**src/assert_macros.svh**
```systemverilog
// Assertion macros shared by the RTL.
// Define ASSERT_OFF to compile the assertions out.
`ifndef ASSERT_MACROS_SVH
`define ASSERT_MACROS_SVH
`ifndef ASSERT_OFF
`define ASSERT_IMPL(label, clk, rst, prop, msg) \
  label: assert property (@(posedge clk) disable iff (rst) (prop)) else $error(msg);
`define ASSERT_NORST(label, clk, prop, msg) \
  label: assert property (@(posedge clk) (prop)) else $error(msg);
`else
`define ASSERT_IMPL(label, clk, rst, prop, msg)
`define ASSERT_NORST(label, clk, prop, msg)
`endif
`endif

```
**src/rgbhsv_pkg.sv**
```systemverilog
// Package for the RGB to HSV pixel converter.
// Types and constants shared by the front, queue, divider and top level.
package rgbhsv_pkg;
  localparam int QueueDepth = 2;
  localparam int NumW  = 20;   // hue numerator, 3840*diff, magnitude
  localparam int SNumW = 16;   // saturation numerator, delta*255
  localparam logic [14:0] Hue120 = 15'd7680;
  localparam logic [14:0] Hue240 = 15'd15360;
  localparam logic [14:0] Hue360 = 15'd23040;

  // classified pixel handed from front to back
  typedef struct packed {
    logic [NumW-1:0]  hnum;    // |diff| * 3840
    logic             hneg;    // diff negative
    logic [14:0]      hbase;   // sector base
    logic [7:0]       delta;
    logic [SNumW-1:0] snum;    // delta * 255
    logic [7:0]       vmax;
    logic             last;
  } work_t;
endpackage

```
**src/rgbhsv_front.sv**
```systemverilog
// Front part: finds max, min, sector and numerators of one pixel.
// Depends on rgbhsv_pkg. Registered output with valid/ready.
module rgbhsv_front (
  input  logic               clk,
  input  logic               rst,
  input  logic               in_valid,
  output logic               in_ready,
  input  logic [7:0]         r,
  input  logic [7:0]         g,
  input  logic [7:0]         b,
  input  logic               lst,
  output logic               out_valid,
  input  logic               out_ready,
  output rgbhsv_pkg::work_t  out_data
);
  localparam logic [1:0] SecRed   = 2'd0;
  localparam logic [1:0] SecGreen = 2'd1;
  localparam logic [1:0] SecBlue  = 2'd2;

  logic [7:0] mx, mn, d;
  logic [1:0] sector;
  logic signed [8:0] diff;
  logic [8:0] mag;
  rgbhsv_pkg::work_t w;

  assign in_ready = !out_valid || out_ready;

  // classification
  always_comb begin
    if (r > g) begin
      mx = r; sector = SecRed;
    end else begin
      mx = g; sector = SecGreen;
    end
    if (b > mx) begin
      mx = b; sector = SecBlue;
    end
    mn = (r < g) ? r : g;
    if (b < mn) mn = b;
    d = mx - mn;
    case (sector)
      SecRed:   diff = $signed({1'b0, g}) - $signed({1'b0, b});
      SecGreen: diff = $signed({1'b0, b}) - $signed({1'b0, r});
      default:  diff = $signed({1'b0, r}) - $signed({1'b0, g});
    endcase
    mag = diff[8] ? 9'(-diff) : 9'(diff);
    w.hneg  = diff[8];
    w.hnum  = {{(rgbhsv_pkg::NumW-9){1'b0}}, mag} * rgbhsv_pkg::NumW'(3840);
    case (sector)
      SecRed:   w.hbase = diff[8] ? rgbhsv_pkg::Hue360 : 15'd0;
      SecGreen: w.hbase = rgbhsv_pkg::Hue120;
      default:  w.hbase = rgbhsv_pkg::Hue240;
    endcase
    w.delta = d;
    w.snum  = rgbhsv_pkg::SNumW'({8'd0, d} * 16'd255);
    w.vmax  = mx;
    w.last  = lst;
  end

  always_ff @(posedge clk) begin
    if (rst) begin
      out_valid <= 1'b0;
    end else if (in_ready) begin
      out_valid <= in_valid;
    end
    if (in_ready && in_valid) out_data <= w;
  end
endmodule

```
**src/rgbhsv_queue.sv**
```systemverilog
// Short FIFO between front and back parts.
// Depends on rgbhsv_pkg for the item type.
module rgbhsv_queue #(
  parameter int Depth = rgbhsv_pkg::QueueDepth
) (
  input  logic               clk,
  input  logic               rst,
  input  logic               in_valid,
  output logic               in_ready,
  input  rgbhsv_pkg::work_t  in_data,
  output logic               out_valid,
  input  logic               out_ready,
  output rgbhsv_pkg::work_t  out_data
);
  localparam int AW = (Depth > 1) ? $clog2(Depth) : 1;
  rgbhsv_pkg::work_t mem [Depth];
  logic [AW-1:0] wp, rp;
  logic [AW:0] cnt;
  logic push, pop;

  assign in_ready  = cnt != (AW+1)'(Depth);
  assign out_valid = cnt != '0;
  assign out_data  = mem[rp];
  assign push = in_valid && in_ready;
  assign pop  = out_valid && out_ready;

  always_ff @(posedge clk) begin
    if (rst) begin
      wp <= '0; rp <= '0; cnt <= '0;
    end else begin
      if (push) wp <= (wp == AW'(Depth-1)) ? '0 : wp + 1'b1;
      if (pop)  rp <= (rp == AW'(Depth-1)) ? '0 : rp + 1'b1;
      cnt <= cnt + (AW+1)'(push) - (AW+1)'(pop);
    end
    if (push) mem[wp] <= in_data;
  end
endmodule

```
**src/rgbhsv_back.sv**
```systemverilog
// Back part: pipelined restoring dividers for hue and saturation.
// Depends on rgbhsv_pkg. One quotient bit per stage, one pixel per cycle unless stalled.
module rgbhsv_back (
  input  logic               clk,
  input  logic               rst,
  input  logic               in_valid,
  output logic               in_ready,
  input  rgbhsv_pkg::work_t  in_data,
  output logic               out_valid,
  input  logic               out_ready,
  output logic [14:0]        hue,
  output logic [7:0]         sat,
  output logic [7:0]         val,
  output logic               lst
);
  localparam int NW = rgbhsv_pkg::NumW;
  localparam int SW = rgbhsv_pkg::SNumW;
  localparam int St = NW;  // stages; saturation uses the last SW

  typedef struct packed {
    logic          v;
    logic [NW-1:0] hrem_q; // hue: shifting numerator/quotient
    logic [8:0]    hr;     // hue partial remainder
    logic [SW-1:0] srem_q;
    logic [8:0]    sr;
    logic          hneg;
    logic [14:0]   hbase;
    logic [7:0]    delta;
    logic [7:0]    vmax;
    logic          last;
  } stg_t;

  stg_t s [St+1];
  stg_t nx [St];
  logic adv;
  logic [NW-1:0] hq;
  logic [14:0] hf;
  logic exact;

  assign adv = !s[St].v || out_ready;
  assign in_ready = adv;

  // stage input
  always_comb begin
    s[0].v      = in_valid;
    s[0].hrem_q = in_data.hnum;
    s[0].hr     = '0;
    s[0].srem_q = in_data.snum;
    s[0].sr     = '0;
    s[0].hneg   = in_data.hneg;
    s[0].hbase  = in_data.hbase;
    s[0].delta  = in_data.delta;
    s[0].vmax   = in_data.vmax;
    s[0].last   = in_data.last;
  end

  // one restoring step per stage
  for (genvar i = 0; i < St; i++) begin : g_st
    logic [8:0] ht, st;
    always_comb begin
      nx[i] = s[i];
      ht = {s[i].hr[7:0], s[i].hrem_q[NW-1]};
      if (ht >= {1'b0, s[i].delta}) begin
        nx[i].hr = ht - {1'b0, s[i].delta};
        nx[i].hrem_q = {s[i].hrem_q[NW-2:0], 1'b1};
      end else begin
        nx[i].hr = ht;
        nx[i].hrem_q = {s[i].hrem_q[NW-2:0], 1'b0};
      end
      st = {s[i].sr[7:0], s[i].srem_q[SW-1]};
      if (i >= NW - SW) begin
        if (st >= {1'b0, s[i].vmax}) begin
          nx[i].sr = st - {1'b0, s[i].vmax};
          nx[i].srem_q = {s[i].srem_q[SW-2:0], 1'b1};
        end else begin
          nx[i].sr = st;
          nx[i].srem_q = {s[i].srem_q[SW-2:0], 1'b0};
        end
      end
    end
    always_ff @(posedge clk) begin
      if (rst) s[i+1].v <= 1'b0;
      else if (adv) s[i+1].v <= nx[i].v;
      if (adv) begin
        s[i+1].hrem_q <= nx[i].hrem_q; s[i+1].hr <= nx[i].hr;
        s[i+1].srem_q <= nx[i].srem_q; s[i+1].sr <= nx[i].sr;
        s[i+1].hneg <= nx[i].hneg;     s[i+1].hbase <= nx[i].hbase;
        s[i+1].delta <= nx[i].delta;   s[i+1].vmax <= nx[i].vmax;
        s[i+1].last <= nx[i].last;
      end
    end
  end

  // combine: negative offset floors as base - ceil(q)
  always_comb begin
    hq = s[St].hrem_q;
    exact = s[St].hr == '0;
    if (s[St].delta == '0) hf = '0;
    else if (s[St].hneg)
      hf = s[St].hbase - hq[14:0] - 15'(!exact);
    else hf = s[St].hbase + hq[14:0];
  end

  assign out_valid = s[St].v;
  assign hue = hf;
  assign sat = (s[St].vmax == '0) ? 8'd0 : s[St].srem_q[7:0];
  assign val = s[St].vmax;
  assign lst = s[St].last;
endmodule

```
**src/rgb_to_hsv_pixel.sv**
```systemverilog
// Top level of the RGB to HSV pixel converter.
// Depends on rgbhsv_pkg, rgbhsv_front, rgbhsv_queue, rgbhsv_back.
//
// Use: pixels enter on the s_axis channel (tdata = red, green, blue from
// bit 0 up, tlast marks the last pixel of an image) and leave on m_axis
// (tdata = hue 15 bits, saturation, value; tlast copied through).
// Throughput is one pixel per clock unless the receiver stalls. Through
// an empty block a pixel passes the front register, the queue and the
// divider pipeline. The pipeline length is set by the hue divider, which
// resolves one quotient bit per stage over a 20-bit numerator.
// Hue is in 1/64 degree, truncated; saturation is delta*255/max.
// Synchronous reset empties all stages; no pixel is in flight afterward.
// When the receiver stalls, the back pipeline holds, the two-entry queue
// fills, then the front holds and s_axis_tready drops. No pixel is lost.
`include "assert_macros.svh"
module rgb_to_hsv_pixel #(
  parameter int QueueDepth = rgbhsv_pkg::QueueDepth
) (
  input  logic        clk,
  input  logic        rst,
  input  logic        s_axis_tvalid,
  output logic        s_axis_tready,
  input  logic [23:0] s_axis_tdata,  // red[7:0], green[15:8], blue[23:16]
  input  logic        s_axis_tlast,
  output logic        m_axis_tvalid,
  input  logic        m_axis_tready,
  output logic [31:0] m_axis_tdata,  // hue[14:0], saturation[22:15], value[30:23], 0
  output logic        m_axis_tlast
);
  rgbhsv_pkg::work_t f_data, q_data;
  logic f_valid, f_ready, q_valid, q_ready;
  logic [14:0] hue;
  logic [7:0] sat, val;

  rgbhsv_front u_front (
    .clk, .rst,
    .in_valid(s_axis_tvalid), .in_ready(s_axis_tready),
    .r(s_axis_tdata[7:0]), .g(s_axis_tdata[15:8]), .b(s_axis_tdata[23:16]),
    .lst(s_axis_tlast),
    .out_valid(f_valid), .out_ready(f_ready), .out_data(f_data)
  );

  rgbhsv_queue #(.Depth(QueueDepth)) u_queue (
    .clk, .rst,
    .in_valid(f_valid), .in_ready(f_ready), .in_data(f_data),
    .out_valid(q_valid), .out_ready(q_ready), .out_data(q_data)
  );

  rgbhsv_back u_back (
    .clk, .rst,
    .in_valid(q_valid), .in_ready(q_ready), .in_data(q_data),
    .out_valid(m_axis_tvalid), .out_ready(m_axis_tready),
    .hue(hue), .sat(sat), .val(val), .lst(m_axis_tlast)
  );

  assign m_axis_tdata = {1'b0, val, sat, hue};

  // checks
  `ASSERT_IMPL(a_hue_range, clk, rst, !m_axis_tvalid || hue < 15'd23040, "hue out of range")
  `ASSERT_IMPL(a_out_hold, clk, rst, m_axis_tvalid && !m_axis_tready |=> m_axis_tvalid, "output dropped while stalled")
  `ASSERT_IMPL(a_grey, clk, rst, m_axis_tvalid && sat == 8'd0 |-> hue == 15'd0, "grey pixel with nonzero hue")
endmodule

```
**config.mk**
```make
export PLATFORM = sky130hd
export DESIGN_NAME = rgb_to_hsv_pixel
export DESIGN_NICKNAME = d
export VERILOG_FILES = /design/src/rgbhsv_pkg.sv /design/src/rgbhsv_front.sv /design/src/rgbhsv_queue.sv /design/src/rgbhsv_back.sv /design/src/rgb_to_hsv_pixel.sv
export VERILOG_INCLUDE_DIRS = /design/src /design/src/src
export SDC_FILE = /design/constraint.sdc
export NUM_CORES = 2
export LEC_CHECK = 0
export ABC_AREA = 1
export BUFFER_PORTS_ARGS = -buffer_cell sky130_fd_sc_hd__buf_2
export CAP_MARGIN = 20
export CORE_MARGIN = 5
export CORE_UTILIZATION = 50
export CTS_BUF_LIST = sky130_fd_sc_hd__clkbuf_16
export DETAILED_ROUTE_END_ITERATION = 16
export PLACE_DENSITY = 0.65
export SYNTH_ARGS = -nofsm -noshare
export SYNTH_HDL_FRONTEND = slang
export SYNTH_SLANG_ARGS = --single-unit
```
**constraint.sdc**
```tcl
create_clock -name clk -period 32.8 [get_ports clk]
set_input_delay 0 -clock clk [delete_from_list [all_inputs] [get_ports clk]]
set_output_delay 0 -clock clk [all_outputs]
set_load 0.02 [all_outputs]
```
After elaboration in Yosys (flattened, before gate mapping)
Memory sizes are Yosys's and may differ from the RTL's. A register that Yosys moved wholly into a read port is not among the register bits.
Cells that the tools add are included.
{"block": "classes", "shift": 0, "div": 0, "addsub": 48, "bitwise_logic": 0, "n_eq_ne": 2, "muxes": 55, "order_cmp": 40, "n_mul": 2, "reduce_logical": 13}
{"cell": "$mux 10", "n": 36}
{"cell": "$ge 9x8->1", "n": 34}
{"cell": "$sub 9x8->9", "n": 34}
{"cell": "$mux 15", "n": 3}
{"cell": "$mux 8", "n": 5}
{"cell": "$pmux 15 s2", "n": 1}
{"cell": "$sub 8x8->9", "n": 3}
{"cell": "$pmux 9 s2", "n": 1}
{"cell": "$sub 1x8->9", "n": 2}
{"cell": "$ge 1x8->1", "n": 2}
{"cell": "$gt 8x8->1", "n": 2}
{"cell": "$logic_not 8->1", "n": 2}
{"cell": "$lt 8x8->1", "n": 2}
{"cell": "$mul 8x8->16 const B", "n": 1}
{"cell": "$add 15x15->15", "n": 1}
{"cell": "$sub 15x1->15", "n": 1}
{"cell": "$sub 15x15->15", "n": 1}
{"cell": "$mul 9x4->12 const B", "n": 1}
{"cell": "$logic_not 9->1", "n": 1}
{"cell": "$mux 9", "n": 1}
{"cell": "$neg 9->9", "n": 1}
{"cell": "$sub 8x8->8", "n": 1}
{"cell": "$mux 1", "n": 7}
{"cell": "$logic_and 1x1->1", "n": 3}
{"cell": "10 further kinds", "n": 14}
{"block": "word_totals", "romBits": 0, "memories": 1, "in_bits": 29, "latch_bits": 0, "mem_bits_rw": 122, "register_bits": 1734, "output_inout_bits": 35}
{"memory": "u_queue.mem", "depth": 2, "width": 61, "rd": 1, "rd_ports_with_merged_regs": 1, "write_ports": 1, "line_no": "rgbhsv_queue.sv:16", "source": "rgbhsv_pkg::work_t mem [Depth];"}

Logic depth before layout (Yosys ltp)
{"block": "depth", "word_depth": 9, "depth_mapped": 53, "mapped_depth_nobuf": 50}

By module
A second synthesis with hierarchy kept.
{"block": "unflattened", "cells_unflattened": 5946, "hier_area_um2": 75508.7}
{"module": "rgbhsv_back", "cells_each": 4901, "seq_area_each_um2": 44572.7, "n_inst": 1, "area_each_um2": 63692.3}
{"module": "rgbhsv_front", "cells_each": 790, "seq_area_each_um2": 1521.5, "n_inst": 1, "area_each_um2": 6536.3}
{"module": "rgbhsv_queue", "cells_each": 253, "seq_area_each_um2": 4244.1, "n_inst": 1, "area_each_um2": 5268.8}
{"module": "rgb_to_hsv_pixel", "cells_each": 2, "seq_area_each_um2": 0.0, "n_inst": 1, "area_each_um2": 11.3}

Worst setup path before layout
Ideal clock, no wire load.
{"block": "synth_path", "path_kind": "register to register", "from": "reg u_back.s (netlist bit u_back.out_valid)", "to": "reg u_back.s (netlist bit u_back.g_st[10].ht[0]), enable pin", "arrival_time_ps": 31091, "setup_time_ps": 1930, "required_time_ps": 30870, "period_less_slack_ps": 33021, "slack_ps": -221, "n_path_buf": 1, "stages_incl_launch_ff": 5, "path_cell_list": "dfxtp_1 > inv_1 > nor2_1 > clkinv_1 > clkbuf_1"}
{"block": "synth_via", "elab_chain_len": 2}
{"element": "start, declared", "line_no": "rgbhsv_back.sv:33", "source": "stg_t s [St+1];"}
{"element": "$logic_not 1->1", "line_no": "rgbhsv_back.sv:40", "source": "assign adv = !s[St].v || out_ready;"}
{"element": "$logic_or 1x1->1", "line_no": "rgbhsv_back.sv:40"}
Every way passes these cells.
A chain may end at the register's enable or synchronous reset.

==> results.sh <==
export IMPL_first_iter_violations=1935
export IMPL_fin_crit_sh=0.265
export IMPL_required_ns=33.29
export IMPL_ys_ff_latch=1304
export IMPL_max_freq_ghz=0.115
export IMPL_totalWireLength_um=92700
export IMPL_n_fill_cell=9656
export IMPL_synth_top_family_by_area="adder cells"
export IMPL_post_place_ws_ns=23.58
export IMPL_cts_resized=0
export IMPL_worstPathMaxFanout=22
export IMPL_seqCellArea_mm2=0.0389
export IMPL_synthDistinctLibCells=65
export IMPL_firstDrtPassIters=5
export IMPL_cp_slowest_stage_delay_ns=0.66
export IMPL_drc=0
export IMPL_area_growth_pct=10.8
export IMPL_yosysSeqAreaShare=0.652
export IMPL_synth_top_area_frac=0.644
export IMPL_synth_xor_area_frac=0.0331
export IMPL_antenna_left=0
export IMPL_netlist_top_cell_by_area="edfxtp_1"
export IMPL_max_cap_viol_count=0
export IMPL_final_common_cell="edfxtp_1"
export IMPL_yosys_area_share_simple=0.0860
export IMPL_gp_congestion=0.843
export IMPL_die_h_um=355
export IMPL_root_buffer="clkbuf_16"
export IMPL_via_count=33100
export IMPL_fin_ws_ns=24.12
export IMPL_worst_path_most_repeated_cell="inv_1"
export IMPL_n_antenna_cell=0
export IMPL_slew_viol_final=0
export IMPL_synth_area_mm2=0.0596
export IMPL_io_buffers=62
export IMPL_relSlewSlack=0.283
export IMPL_start_kind="primary input"
export IMPL_yosysWarnings=0
export IMPL_hpwl_um=63600
export IMPL_synth_area_mux_share=0.000671
export IMPL_slowest_stage="a21boi_2"
export IMPL_hold_viol=0
export IMPL_synth_ff_type="edfxtp_1"
export IMPL_grt_start_max_net_pins=181
export IMPL_cts_buffer_depth=3
export IMPL_grt_total_usage=0.149
export IMPL_placed_area_mm2=0.0617
export IMPL_worstHoldPathType="primary input to flop"
export IMPL_cts_sinks=1304
export IMPL_routed_via_density=5.04
export IMPL_post_cts_buffers=0
export IMPL_grt_pass1_vias=33600
export IMPL_fin_area_mm2=0.0661
export IMPL_htree_levels=4
export IMPL_async_reset_ff_frac=0
export IMPL_fp_dieW_um=355
export IMPL_fin_tns_setup_ns=0
export IMPL_rows=126
export IMPL_path_class="primary input to flop"
export IMPL_setup_viol=0
export IMPL_antenna_found_initial=0
export IMPL_synth_compound_area_share=0.0678
export IMPL_postSynthAreaPerCell_um2=12.5
export IMPL_clk_pin_slew_ns=0.06
export IMPL_fin_crit_ns=8.68
export IMPL_critPathCaptureType="flop"
export IMPL_status="finished, final reports clean"
export IMPL_die_area_mm2=0.126
export IMPL_final_cell_mix="1,278 x edfxtp_1, 705 x inv_1, 561 x nand2_1"
export IMPL_rsz0062_at_grt="no"
export IMPL_synth_edf_count=1278
export IMPL_fin_skew_ns=0.0217
export IMPL_grt_pass1_wl_um=157000
export IMPL_routedWlPerCell_um=14.1
export IMPL_dp_cells=6311
export IMPL_synth_cells=4765
export IMPL_start_util=0.504
export IMPL_io_pins=64
export IMPL_drive_above_1_share=0.0675
export IMPL_multiInputGateArea_mm2=0.0178
export IMPL_coreArea_mm2=0.118
export IMPL_fin_cells=6573
export IMPL_tightest_slew_ns=1.08
export IMPL_synthAdderAreaFrac=0.110
export IMPL_nets=5444
export IMPL_synth_nets=5276
export IMPL_clock_latency_ns=0.74
export IMPL_ff2ff_setup_slack_ns=28.59
export IMPL_ys_top_cells_by_area="edfxtp_1 64%, ha_1 8.6%, inv_1 4.2%, a21oi_1 3.8%, nand2_1 3.5%"
export IMPL_cts_buffers=136
export IMPL_grt_overflow=0
export IMPL_worst_ep_arrival_time_ns=9.17
export IMPL_cts_tree="built"
==> flip-flops by register name, summed over array words and instances (netlist names), named ones only <==
signal,count
u_back.s,324
u_back.g_st.ht,163
u_back.nx,498
u_queue.wp,1
u_back.g_st.st,138
u_back.lst,1
u_back.val,8
u_back.out_valid,1
u_front.out_data,50
u_front.out_valid,1
u_queue.rp,1
u_back.hq,15
u_queue.mem,100
u_queue.cnt,2
==> worst paths after layout <==
path / endpoint / startpoint / depth (start not counted)
setup / recovery: u_front.out_data[24] / s_axis_tdata[0] / 42
hold / removal: u_front.out_data[6] / s_axis_tdata[5] / 3
setup reg to reg: u_back.nx[114] / u_back.out_valid / 7
hold reg to reg: u_back.s[1053] / u_back.s[1140] / 0
==> layer usage <==
layer,part of all wire,vias up,GRT usage,wire length (um)
met5,0,-,0,0
met4,0.027,0,0.0519,2470
met3,0.033,183,0.0262,3070
met2,0.52,452,0.269,47900
met1,0.42,15600,0.180,39300
li1,-,16900,-,-
==> kinds of logic after synthesis <==
family | after synthesis
buffers and inverters | 761
AND/OR/NAND/NOR | 1227
adder cells (fa/ha/maj) | 482
AO/OA/AOI/OAI | 766
other | 1
XOR/XNOR | 220
multiplexers | 4
flip-flops | 1304
==> final cells by class <==
type                       count  share of cell area
clock inverter               104              0.0109
timing repair buffer         100              0.0102
multi-input combinational   2700               0.269
clock buffer                 138              0.0523
tap                         1536              0.0291
inverter                     691              0.0395
sequential                  1304               0.589
==> through the flow <==
stage | util | hold slack, ns
after floorplan | - | 0.0989
after global placement | 0.522 | 0.184
after detailed placement | 0.522 | 0.179
after CTS | 0.559 | 0.00329
after global routing | 0.559 | 0.0448
final | 0.559 | 0.0677
==> synth_stat cells (all sizes together), types with 2 or more instances <==
cell type	number
clkinv	3
a21oi	458
xnor2	49
nand2	577
or2	17
fa	74
buf	44
o31ai	4
o21bai	5
o21ai	240
and2	2
nor3b	3
a31oi	14
nand3	68
clkbuf	26
nand4	59
o22ai	2
mux2i	4
ha	408
a21o	10
nor2	441
a211oi	12
xor2	171
nand3b	3
o311ai	2
or3	13
inv	688
nor3	30
or4	7
o211ai	6
nor4	6
dfxtp	26
edfxtp	1278
o2111ai	2
o21a	3
==> worst max-delay path, delay by kind of cell <==
| family | cells | cell delay (ns) |
|---|---|---|
| buffers and inverters | 9 | 1.10 |
| adder cells (fa/ha/maj) | 8 | 3.13 |
| XOR/XNOR | 2 | 0.66 |
| AND/OR/NAND/NOR | 14 | 1.88 |
| AO/OA/AOI/OAI | 9 | 2.36 |
==> repair_timing <==
item,CTS,global route
hold endpoints to repair,37,0
hold buffers,20,0
setup endpoints to repair,0,0
Power is not shown: default switching activity piles up to over one toggle a cycle in this logic, so the estimate is an artifact.
